===== src/sv/rbde_pkg.sv =====
// Shared types, constants and the month length table for the RTC BCD date to
// epoch seconds converter. No dependencies.
package rbde_pkg;

   // Field widths
   localparam int BYTE_W   = 8;
   localparam int SECS_W   = 34;
   localparam int OPND_W   = 17;
   localparam int MONTH_W  = 4;
   localparam int LEAPS_W  = 6;

   // Calendar constants
   localparam logic [7:0]        HOUR24_MASK    = 8'h3f;
   localparam logic [7:0]        YEARS_TO_2000  = 8'd30;
   localparam logic [11:0]       BASE_MINUS_ONE = 12'd1999;
   localparam logic [11:0]       LEAPS_TO_1970  = 12'd492;
   localparam logic [MONTH_W-1:0] MONTH_JAN     = 4'd1;
   localparam logic [MONTH_W-1:0] MONTH_FEB     = 4'd2;
   localparam logic [MONTH_W-1:0] MONTH_DEC     = 4'd12;
   localparam logic [OPND_W-1:0] DAYS_PER_YEAR  = 17'd365;
   localparam logic [OPND_W-1:0] SECS_PER_DAY   = 17'd86400;
   localparam logic [OPND_W-1:0] SECS_PER_HOUR  = 17'd3600;
   localparam logic [OPND_W-1:0] SECS_PER_MIN   = 17'd60;
   localparam logic [OPND_W-1:0] UNIT           = 17'd1;

   // Input word
   typedef struct packed {
      logic [BYTE_W-1:0] year_bcd;
      logic [BYTE_W-1:0] month_bcd;
      logic [BYTE_W-1:0] day_bcd;
      logic [BYTE_W-1:0] hour_bcd;
      logic [BYTE_W-1:0] minute_bcd;
      logic [BYTE_W-1:0] second_bcd;
      logic              hour24_mode;
   } req_type;

   // Result word
   typedef struct packed {
      logic [SECS_W-1:0] epoch_seconds;
      logic              bad_field;
   } rsp_type;

   // Decoded date, held for the whole conversion
   typedef struct packed {
      logic [BYTE_W-1:0]  years;     // whole years since 1970
      logic [LEAPS_W-1:0] leaps;     // leap days before this year
      logic               leap;      // this year is a leap year
      logic [MONTH_W-1:0] month;
      logic [BYTE_W-1:0]  day_m1;    // days before the current day
      logic [BYTE_W-1:0]  hour;
      logic [BYTE_W-1:0]  minute;
      logic [BYTE_W-1:0]  second;
      logic               bad;
   } dec_type;

   // Control of the shared multiply-accumulate unit
   typedef struct packed {
      logic              en;
      logic              clr;
      logic [OPND_W-1:0] a;
      logic [OPND_W-1:0] b;
   } mac_ctrl_type;

   // Sequencer states, one-hot
   typedef enum logic [9:0] {
      ST_IDLE  = 10'b00_0000_0001,
      ST_YEAR  = 10'b00_0000_0010,
      ST_LEAP  = 10'b00_0000_0100,
      ST_MONTH = 10'b00_0000_1000,
      ST_DAY   = 10'b00_0001_0000,
      ST_SCALE = 10'b00_0010_0000,
      ST_HOUR  = 10'b00_0100_0000,
      ST_MIN   = 10'b00_1000_0000,
      ST_SEC   = 10'b01_0000_0000,
      ST_DONE  = 10'b10_0000_0000
   } state_type;

   // Packed BCD byte to binary, nibbles 10..15 taken as they are
   function automatic logic [BYTE_W-1:0] bcd_decode(input logic [BYTE_W-1:0] b);
      logic [BYTE_W-1:0] hi;
      hi = {4'd0, b[7:4]};
      return {4'd0, b[3:0]} + (hi << 3) + (hi << 1);
   endfunction

   // Days in a month of a common year, month 1..12
   function automatic logic [OPND_W-1:0] month_len(input logic [MONTH_W-1:0] m);
      logic [OPND_W-1:0] len;
      unique case (m)
         4'd2:                      len = 17'd28;
         4'd4, 4'd6, 4'd9, 4'd11:   len = 17'd30;
         default:                   len = 17'd31;
      endcase
      return len;
   endfunction

endpackage


===== src/sv/rbde_decode.sv =====
// Input word decoder: BCD to binary, hour masking, field checks and the
// per-year figures. Depends on rbde_pkg.
module rbde_decode (
   input  rbde_pkg::req_type req,
   output rbde_pkg::dec_type dec
);

   logic [7:0]  year_d;
   logic [7:0]  month_d;
   logic [7:0]  day_d;
   logic [7:0]  hour_raw;
   logic [11:0] leap_sum;
   logic [11:0] leap_cnt;

   // Decode every byte
   always_comb begin
      hour_raw = req.hour24_mode ? (req.hour_bcd & rbde_pkg::HOUR24_MASK) : req.hour_bcd;
      year_d   = rbde_pkg::bcd_decode(req.year_bcd);
      month_d  = rbde_pkg::bcd_decode(req.month_bcd);
      day_d    = rbde_pkg::bcd_decode(req.day_bcd);
      leap_sum = rbde_pkg::BASE_MINUS_ONE + {4'd0, year_d};
      leap_cnt = (leap_sum >> 2) - rbde_pkg::LEAPS_TO_1970;

      dec.years  = rbde_pkg::YEARS_TO_2000 + year_d;
      dec.leaps  = leap_cnt[rbde_pkg::LEAPS_W-1:0];
      dec.leap   = (year_d[1:0] == 2'b00);   // 2000 is a multiple of four
      dec.month  = month_d[rbde_pkg::MONTH_W-1:0];
      dec.day_m1 = day_d - 8'd1;
      dec.hour   = rbde_pkg::bcd_decode(hour_raw);
      dec.minute = rbde_pkg::bcd_decode(req.minute_bcd);
      dec.second = rbde_pkg::bcd_decode(req.second_bcd);
      dec.bad    = (month_d < {4'd0, rbde_pkg::MONTH_JAN}) ||
                   (month_d > {4'd0, rbde_pkg::MONTH_DEC}) ||
                   (day_d == 8'd0);
   end

endmodule


===== src/sv/rbde_mac.sv =====
// Shared multiply-accumulate unit: when en is set, acc <= (clr ? 0 : acc) + a * b.
// Depends on rbde_pkg.
module rbde_mac (
   input  logic                              clock,
   input  rbde_pkg::mac_ctrl_type            ctrl,
   output logic [rbde_pkg::SECS_W-1:0]       acc
);

   logic [rbde_pkg::SECS_W-1:0] acc_ff;
   logic [rbde_pkg::SECS_W-1:0] acc_in;
   logic [rbde_pkg::SECS_W-1:0] prod;

   // 17 x 17 product into the 34-bit accumulator
   always_comb begin
      prod   = ctrl.a * ctrl.b;
      acc_in = (ctrl.clr ? '0 : acc_ff) + prod;
   end

   always_ff @(posedge clock) begin
      if (ctrl.en) begin
         acc_ff <= acc_in;
      end
   end

   assign acc = acc_ff;

endmodule


===== src/sv/rtc_bcd_date_to_epoch_seconds_core.sv =====
// Top level of the RTC BCD date to epoch seconds converter: sequencer and
// output register. Depends on rbde_pkg, rbde_decode and rbde_mac.
//
// Takes one raw RTC date word (packed BCD) and returns the seconds since
// 1970-01-01 00:00:00, with no century rule for leap years. A single
// multiply-accumulate unit is stepped through years, leap days, the whole
// months before the current one, one per cycle, days, the scaling to
// seconds, hours, minutes and seconds. A date with a bad month or zero day
// skips these steps and gives zero with bad_field set. The input is not
// ready while a conversion runs; the result register lets the next word be
// taken while a result waits.
module rtc_bcd_date_to_epoch_seconds_core (
   input  logic              clock,
   input  logic              reset,
   input  logic              req_valid,
   output logic              req_ready,
   input  rbde_pkg::req_type req_payload,
   output logic              rsp_valid,
   input  logic              rsp_ready,
   output rbde_pkg::rsp_type rsp_payload
);

   rbde_pkg::state_type              state_ff, state_in;
   rbde_pkg::dec_type                dec_ff, dec_now;
   rbde_pkg::mac_ctrl_type           mac_ctrl;
   logic [rbde_pkg::MONTH_W-1:0]     mon_ff, mon_in;
   logic [rbde_pkg::SECS_W-1:0]      acc;
   logic                             rsp_valid_ff, rsp_valid_in;
   rbde_pkg::rsp_type                rsp_ff;
   logic                             req_fire;
   logic                             rsp_load;

   rbde_decode u_decode (
      .req (req_payload),
      .dec (dec_now)
   );

   rbde_mac u_mac (
      .clock (clock),
      .ctrl  (mac_ctrl),
      .acc   (acc)
   );

   assign req_ready = (state_ff == rbde_pkg::ST_IDLE);
   assign req_fire  = req_valid && req_ready;
   assign rsp_load  = (state_ff == rbde_pkg::ST_DONE) && (!rsp_valid_ff || rsp_ready);

   // Sequencer and MAC operand selection
   always_comb begin
      state_in      = state_ff;
      mon_in        = mon_ff;
      mac_ctrl.en   = 1'b0;
      mac_ctrl.clr  = 1'b0;
      mac_ctrl.a    = '0;
      mac_ctrl.b    = rbde_pkg::UNIT;
      unique case (state_ff)
         rbde_pkg::ST_IDLE: begin
            mon_in = rbde_pkg::MONTH_JAN;
            if (req_fire) begin
               state_in = dec_now.bad ? rbde_pkg::ST_DONE : rbde_pkg::ST_YEAR;
            end
         end
         rbde_pkg::ST_YEAR: begin
            mac_ctrl.en  = 1'b1;
            mac_ctrl.clr = 1'b1;
            mac_ctrl.a   = {9'd0, dec_ff.years};
            mac_ctrl.b   = rbde_pkg::DAYS_PER_YEAR;
            state_in     = rbde_pkg::ST_LEAP;
         end
         rbde_pkg::ST_LEAP: begin
            mac_ctrl.en = 1'b1;
            mac_ctrl.a  = {11'd0, dec_ff.leaps};
            state_in    = rbde_pkg::ST_MONTH;
         end
         rbde_pkg::ST_MONTH: begin
            // one whole month per cycle, February gains a day in leap years
            if (mon_ff < dec_ff.month) begin
               mac_ctrl.en = 1'b1;
               mac_ctrl.a  = rbde_pkg::month_len(mon_ff) +
                  {16'd0, (mon_ff == rbde_pkg::MONTH_FEB) && dec_ff.leap};
               mon_in      = mon_ff + 4'd1;
            end else begin
               state_in = rbde_pkg::ST_DAY;
            end
         end
         rbde_pkg::ST_DAY: begin
            mac_ctrl.en = 1'b1;
            mac_ctrl.a  = {9'd0, dec_ff.day_m1};
            state_in    = rbde_pkg::ST_SCALE;
         end
         rbde_pkg::ST_SCALE: begin
            // day count fits 17 bits here
            mac_ctrl.en  = 1'b1;
            mac_ctrl.clr = 1'b1;
            mac_ctrl.a   = acc[rbde_pkg::OPND_W-1:0];
            mac_ctrl.b   = rbde_pkg::SECS_PER_DAY;
            state_in     = rbde_pkg::ST_HOUR;
         end
         rbde_pkg::ST_HOUR: begin
            mac_ctrl.en = 1'b1;
            mac_ctrl.a  = {9'd0, dec_ff.hour};
            mac_ctrl.b  = rbde_pkg::SECS_PER_HOUR;
            state_in    = rbde_pkg::ST_MIN;
         end
         rbde_pkg::ST_MIN: begin
            mac_ctrl.en = 1'b1;
            mac_ctrl.a  = {9'd0, dec_ff.minute};
            mac_ctrl.b  = rbde_pkg::SECS_PER_MIN;
            state_in    = rbde_pkg::ST_SEC;
         end
         rbde_pkg::ST_SEC: begin
            mac_ctrl.en = 1'b1;
            mac_ctrl.a  = {9'd0, dec_ff.second};
            state_in    = rbde_pkg::ST_DONE;
         end
         rbde_pkg::ST_DONE: begin
            if (rsp_load) begin
               state_in = rbde_pkg::ST_IDLE;
            end
         end
         default: begin
            state_in = rbde_pkg::ST_IDLE;
         end
      endcase
   end

   // Output handshake
   always_comb begin
      rsp_valid_in = rsp_valid_ff;
      if (rsp_load) begin
         rsp_valid_in = 1'b1;
      end else if (rsp_ready) begin
         rsp_valid_in = 1'b0;
      end
   end

   // Control state
   always_ff @(posedge clock) begin
      if (reset) begin
         state_ff     <= rbde_pkg::ST_IDLE;
         rsp_valid_ff <= 1'b0;
      end else begin
         state_ff     <= state_in;
         rsp_valid_ff <= rsp_valid_in;
      end
   end

   // Payload registers
   always_ff @(posedge clock) begin
      mon_ff <= mon_in;
      if (req_fire) begin
         dec_ff <= dec_now;
      end
      if (rsp_load) begin
         rsp_ff.epoch_seconds <= dec_ff.bad ? '0 : acc;
         rsp_ff.bad_field     <= dec_ff.bad;
      end
   end

   assign rsp_valid   = rsp_valid_ff;
   assign rsp_payload = rsp_ff;

endmodule


===== config.mk =====
export PLATFORM = sky130hd
export DESIGN_NAME = rtc_bcd_date_to_epoch_seconds_core
export DESIGN_NICKNAME = d
export VERILOG_FILES = /design/src/sv/rbde_pkg.sv /design/src/sv/rbde_decode.sv /design/src/sv/rbde_mac.sv /design/src/sv/rtc_bcd_date_to_epoch_seconds_core.sv
export SDC_FILE = /design/constraint.sdc
export NUM_CORES = 1
export LEC_CHECK = 0
export BUFFER_PORTS_ARGS = -buffer_cell sky130_fd_sc_hd__buf_2
export CORE_UTILIZATION = 41
export CTS_CLUSTER_DIAMETER = 200
export DETAILED_ROUTE_END_ITERATION = 8
export GPL_TIMING_DRIVEN = 0
export PLACE_DENSITY = 0.56
export SETUP_SLACK_MARGIN = 0.4
export SLEW_MARGIN = 30
export SYNTH_ARGS = -nofsm -noshare
export SYNTH_HDL_FRONTEND = slang
export SYNTH_SLANG_ARGS = --single-unit

===== constraint.sdc =====
create_clock -name clock -period 21.8 [get_ports clock]
set_clock_uncertainty 0.15 [all_clocks]
set_input_delay 3.27 -clock clock [delete_from_list [all_inputs] [get_ports clock]]
set_output_delay 3.27 -clock clock [all_outputs]
set_load 0.005 [all_outputs]

---- Word-level counts from Yosys, hierarchy flattened ----
Index checks and enable logic that the tools add are counted.
storage, ports and cells
  bits in registers ....................... 136
  input bits .............................. 53
  output and inout port bits .............. 37
  word-level logic and storage cells ...... 93
cells by class
  add/sub/neg operators ................... 19
  multiply operators ...................... 1
  magnitude comparators ................... 3
  equal/unequal tests ..................... 19
  mux-type cells .......................... 20
  reductions and logical operators ........ 16
operators by type and width
  kind                  number
  $pmux 17 s8           1
  $pmux 10 s10          1
  $pmux 17 s4           1
  $mux 17               3
  $add 4x7->8           6
  $add 8x5->8           6
  $mux 10               4
  $add 34x34->34        1
  $mul 17x17->34        1
  $mux 34               1
  $add 17x1->17         1
  $eq 10x1->1 const B   1
  $eq 10x10->1 const B  1
  $eq 10x2->1 const B   1
  $eq 10x3->1 const B   1
  $eq 10x4->1 const B   1
  $eq 10x5->1 const B   1
  $eq 10x6->1 const B   1
  $eq 10x7->1 const B   1
  $eq 10x8->1 const B   1
  $eq 10x9->1 const B   1
  $add 5x8->8 const A   1
  $add 8x8->8 const A   1
  $eq 4x3->1 const B    2
  27 further kinds      38

---- Longest topological paths before layout ----
  word-level depth ........................ 10
  depth in mapped cells ................... 30
  depth with buffers taken out ............ 28

---- Hierarchy ----
A second synthesis with hierarchy kept.
second synthesis, totals
  cells, all modules ...................... 1759
  area total of the unflattened synthesis .. 17558.1 µm²
by module, submodules not included
  module                              times used  cells each  area an instance (µm²)
  rbde_mac                            1           1278        11673.7
  rtc_bcd_date_to_epoch_seconds_core  1           293         4224.1
  rbde_decode                         1           188         1660.3

---- Worst setup path before layout ----
No wires, ideal clock.
  path kind ............................... reg-to-reg
  from .................................... register state_ff[9]
  to ...................................... register u_mac.acc_ff (netlist bit u_mac.acc[33]) (data pin)
  setup time .............................. 0.180 ns
  data arrival time ....................... 7.198 ns
  data required time ...................... 21.470 ns
  setup slack ............................. 14.272 ns
  cell stages (with the launch flop) ...... 27
  path buffers ............................ 2
  path through ............................ dfxtp_1 or4_4 or4_1 buf_2 or2_1 buf_2 nor2_2 a211oi_1 a21oi_1 inv_1 fa_1 inv_1 fa_1 fa_1 fa_1 fa_1 inv_1 fa_1 inv_1 ha_1 and2_0 a21o_1 a21o_1 a31oi_1 o41ai_2 o311a_1 o311ai_1
on the way
  cells in the longest elaborated chain, start to end .. 5
RTL lines
  what                                                                    RTL line                                   source
  start: declaration                                                      rtc_bcd_date_to_epoch_seconds_core.sv:23   rbde_pkg::state_type state_ff, state_in;
  start signal: assignment                                                rtc_bcd_date_to_epoch_seconds_core.sv:140  state_ff <= rbde_pkg::ST_IDLE;
  start signal: assignment                                                rtc_bcd_date_to_epoch_seconds_core.sv:143  state_ff <= state_in;
  parallel branches: the longest is 4 deep, another holds $mul 17x17->34  --
  $add 34x34->34 (*)                                                      rbde_mac.sv:16                             acc_in = (ctrl.clr ? '0 : acc_ff) + prod;
  named net u_mac.acc_in, one bit                                         rbde_mac.sv:10                             logic [rbde_pkg::SECS_W-1:0] acc_in;
  end signal: assignment                                                  rbde_mac.sv:21                             acc_ff <= acc_in;
  end: declaration                                                        rbde_mac.sv:9                              logic [rbde_pkg::SECS_W-1:0] acc_ff;
Mark *: on every way through the listed nets, which the timed path passes.
A chain may end at the register's enable or synchronous reset.

---- Worst setup path after layout ----
  from .................................... register state_ff[8]
  to ...................................... register u_mac.acc_ff (netlist bit u_mac.acc[33]) (data pin)
Same word-level chain as after synthesis.

==> metrics.cfg <==
[floorplanning]
die_h_um=200
initial_core_util_pct=41.5
io_pins=90
core.rowCount=72
dieWidth_um=200
die_area_mm2=0.0398
core_area_mm2=0.0386

[sta]
max_slew.worst_pin.slew_ns=0.900
slew_headroom_pct=39.3
fin_setup_tns_ns=0
fmax_mhz=114
setup_violations=0
rsz0062_at_grt=false
setup_ws_ns=13.01
drv_slew=0
hold_violations=0
min_period_over_period_pct=40.3
layout_min_cycle_time_ns=8.79

[global_route]
antenna_found_initial=3
grt_pass1_wl_um=60100
grt-ovfl-total=0
gr-usage-all-layers_pct=20.3
grt_pass1_vias=11500
grt_max_degree=38

[cts]
cts_resized=0
cts.sinks=136
cts_inserted_buffers=17
worstSkewPairLatency_ns=0.45
clkTransAtPathRegs_ns=0.06
cts_setup_buffers=0
postCtsHoldBufs=0
cts_buffer_depth=2
htree_num_levels=4
cts-root-buf=clkbuf_16
cts_tree=done

[finish]
layout-drive-gt1-share_pct=8.67
final_common_cell=inv_1
diodes=0
final_area_mm2=0.0182
final_cell_mix=377 x inv_1, 219 x fa_1, 201 x ha_1
stdcell_count=2260
syn2layout_area_growth_pct=13.5
num-nets-final=2203
fin_util_pct=47.2

[detailed_routing]
drt-total-wl_um=36600
drt_iter0_drc=554
routedWlPerCell_um=16.2
vias=10800
dr.pass1.iters=5
antenna_left=0
drc=0
viasPerCell=4.77

[synth]
synth_cells=1540
synth_ff_type=edfxtp_1
seq_area_frac_synth_pct=24.8
ys_async_sr_fraction_pct=0
synth_edf_count=125
ys_types=76
yosys_register_bits=136
netlist_area_mm2=0.0160
yosys_warnings=0
syn_avg_cell_area_um2=10.4

[setup_path]
worstReg2RegStart=state_ff[8]
worstSetupEndpointType=register
crit_top_cell=fa_1
timing.rr.end=u_mac.acc[33]
reg2reg_depth=27
crit_path_start_kind=register
critPathTopFamily=adder cells
arrival_ns=8.88
cpPeakStageDelay_ns=0.53
cp_slowest_cell=fa_1
required_ns=21.89
reg2reg_slack_ns=13.01
critPathKind=reg -> reg
path_buf_inv=8
path_max_fanout=10

[power]
swShare_pct=40.7
p_leak_uw=0.00894
p_seq_share_pct=24.0
comb_power_share_pct=53.1
clock_power_share_pct=23.0
power_density_mw_per_mm2=85.0
irDropWorstVdd_mv=0.0624
power.internal_uw=917
p_switching_uw=629

[hold_path]
whs_endpoint=rsp_valid
worstHoldStart=rsp_valid
hold_class=reg -> reg
min_path_cells=2

[outcome]
run_status=complete, no violations

[placement]
routabilityCongestion=0.848
place_area_mm2=0.0175
dp_cells=2229
dpl_worst_slack_ns=12.94
dp_hpwl_um=30800
io_buffers=89

[flow_run]
drv_cap=0

-- worst max-delay path by stage --
| stage | slack, ns | start | cells after the start | end |
|---|---|---|---|---|
| 2_1_floorplan | 14.27 | state_ff[9] | 26 | u_mac.acc[33] |
| 3_3_place_gp | 13.03 | state_ff[1] | 23 | u_mac.acc[27] |
| 3_5_place_dp | 12.94 | state_ff[8] | 28 | u_mac.acc[27] |
| 4_1_cts | 12.90 | state_ff[8] | 28 | u_mac.acc[27] |
| 5_1_grt | 12.54 | state_ff[8] | 27 | u_mac.acc[27] |
| 6_report | 13.01 | state_ff[8] | 27 | u_mac.acc[33] |
-- worst register-to-register path, delay by kind of cell, from the launching register on --
family	cells	cell delay, ns
flops	1	0.30
simple gates	6	2.01
buf+inv	8	1.06
compound gates	6	1.79
fa+ha+maj	7	3.25
-- cell usage after synthesis, types with 5 or more instances --
master / instances / area share, %
or2_2: 7 / 0.27
nor3_1: 12 / 0.38
a22oi_1: 11 / 0.52
nor2b_1: 54 / 2.1
nor4_1: 5 / 0.20
clkbuf_1: 26 / 0.61
ha_1: 201 / 16
or3_1: 5 / 0.20
edfxtp_1: 125 / 23
a21oi_1: 48 / 1.5
a22o_1: 10 / 0.55
xor2_1: 22 / 1.2
xnor2_1: 38 / 2.1
and3_1: 13 / 0.51
nand2b_1: 6 / 0.23
nor2_1: 62 / 1.5
a21o_1: 25 / 1.2
o21a_1: 6 / 0.28
a31oi_1: 9 / 0.35
fa_1: 219 / 27
inv_1: 377 / 8.8
nand3_1: 11 / 0.34
dfxtp_1: 11 / 1.4
nor3b_1: 6 / 0.28
o21bai_1: 6 / 0.28
and2_1: 59 / 2.3
nand2_1: 61 / 1.4
o21ai_0: 27 / 0.84
-- power by group through the flow --
stage               Sequential, uW  Clock, uW  Combinational [uW]
global route                   373        371                 930
global placement               377          0                 803
finish                         370        355                 820
detailed placement             375          0                 815
CTS                            370        362                 822
floorplan                      370          0                 616
-- metal layers --
| metal | vias up | GRT usage [%] | share of wire [%] | wire [um] |
|---|---|---|---|---|
| li1 | 5232 | - | - | - |
| met1 | 5344 | 27.8 | 48 | 17500 |
| met2 | 180 | 34.0 | 48 | 17500 |
| met3 | 30 | 2.35 | 3.0 | 1080 |
| met4 | 0 | 5.03 | 1.4 | 521 |
| met5 | - | 0 | 0 | 0 |
-- logic make-up (layout without fill, tap and decap cells) --
family,Yosys count,after routing,synth area share (%)
multiplexers,2,2,0.125
other,2,81,0.0469
AND/OR/NAND/NOR,325,325,11.0
flip-flops,136,136,24.8
AO/OA/AOI/OAI,186,186,7.98
adder cells (fa/ha/maj),420,420,43.1
buffers and inverters,409,532,9.69
XOR/XNOR,60,60,3.28
-- area by class of cell --
type / count / area, um^2
Tap cell: 518 / 648
Timing Repair Buffer: 92 / 498
Fill cell: 3740 / 20400
Clock buffer: 17 / 425
Multi-Input combinational cell: 1074 / 10800
Clock inverter: 14 / 277
Inverter: 377 / 1420
Sequential cell: 136 / 3970
Buffer: 32 / 136
-- sequential cells by signal, summed over array words and instances, names as in the netlist --
signal / cells
state_ff: 10
dec_ff: 52
mon_ff: 4
rsp_valid: 1
rsp_payload: 35
u_mac.acc: 34
-- per-stage QoR --
stage | hold WS (ns) | total power [uW]
4_1_cts | 0.415 | 1550
6_report | 0.414 | 1550
3_3_place_gp | 0.397 | 1180
2_1_floorplan | 0.377 | 985
3_5_place_dp | 0.399 | 1190
5_1_grt | 0.436 | 1670
Note: power is estimated with default switching activity, not from simulation.
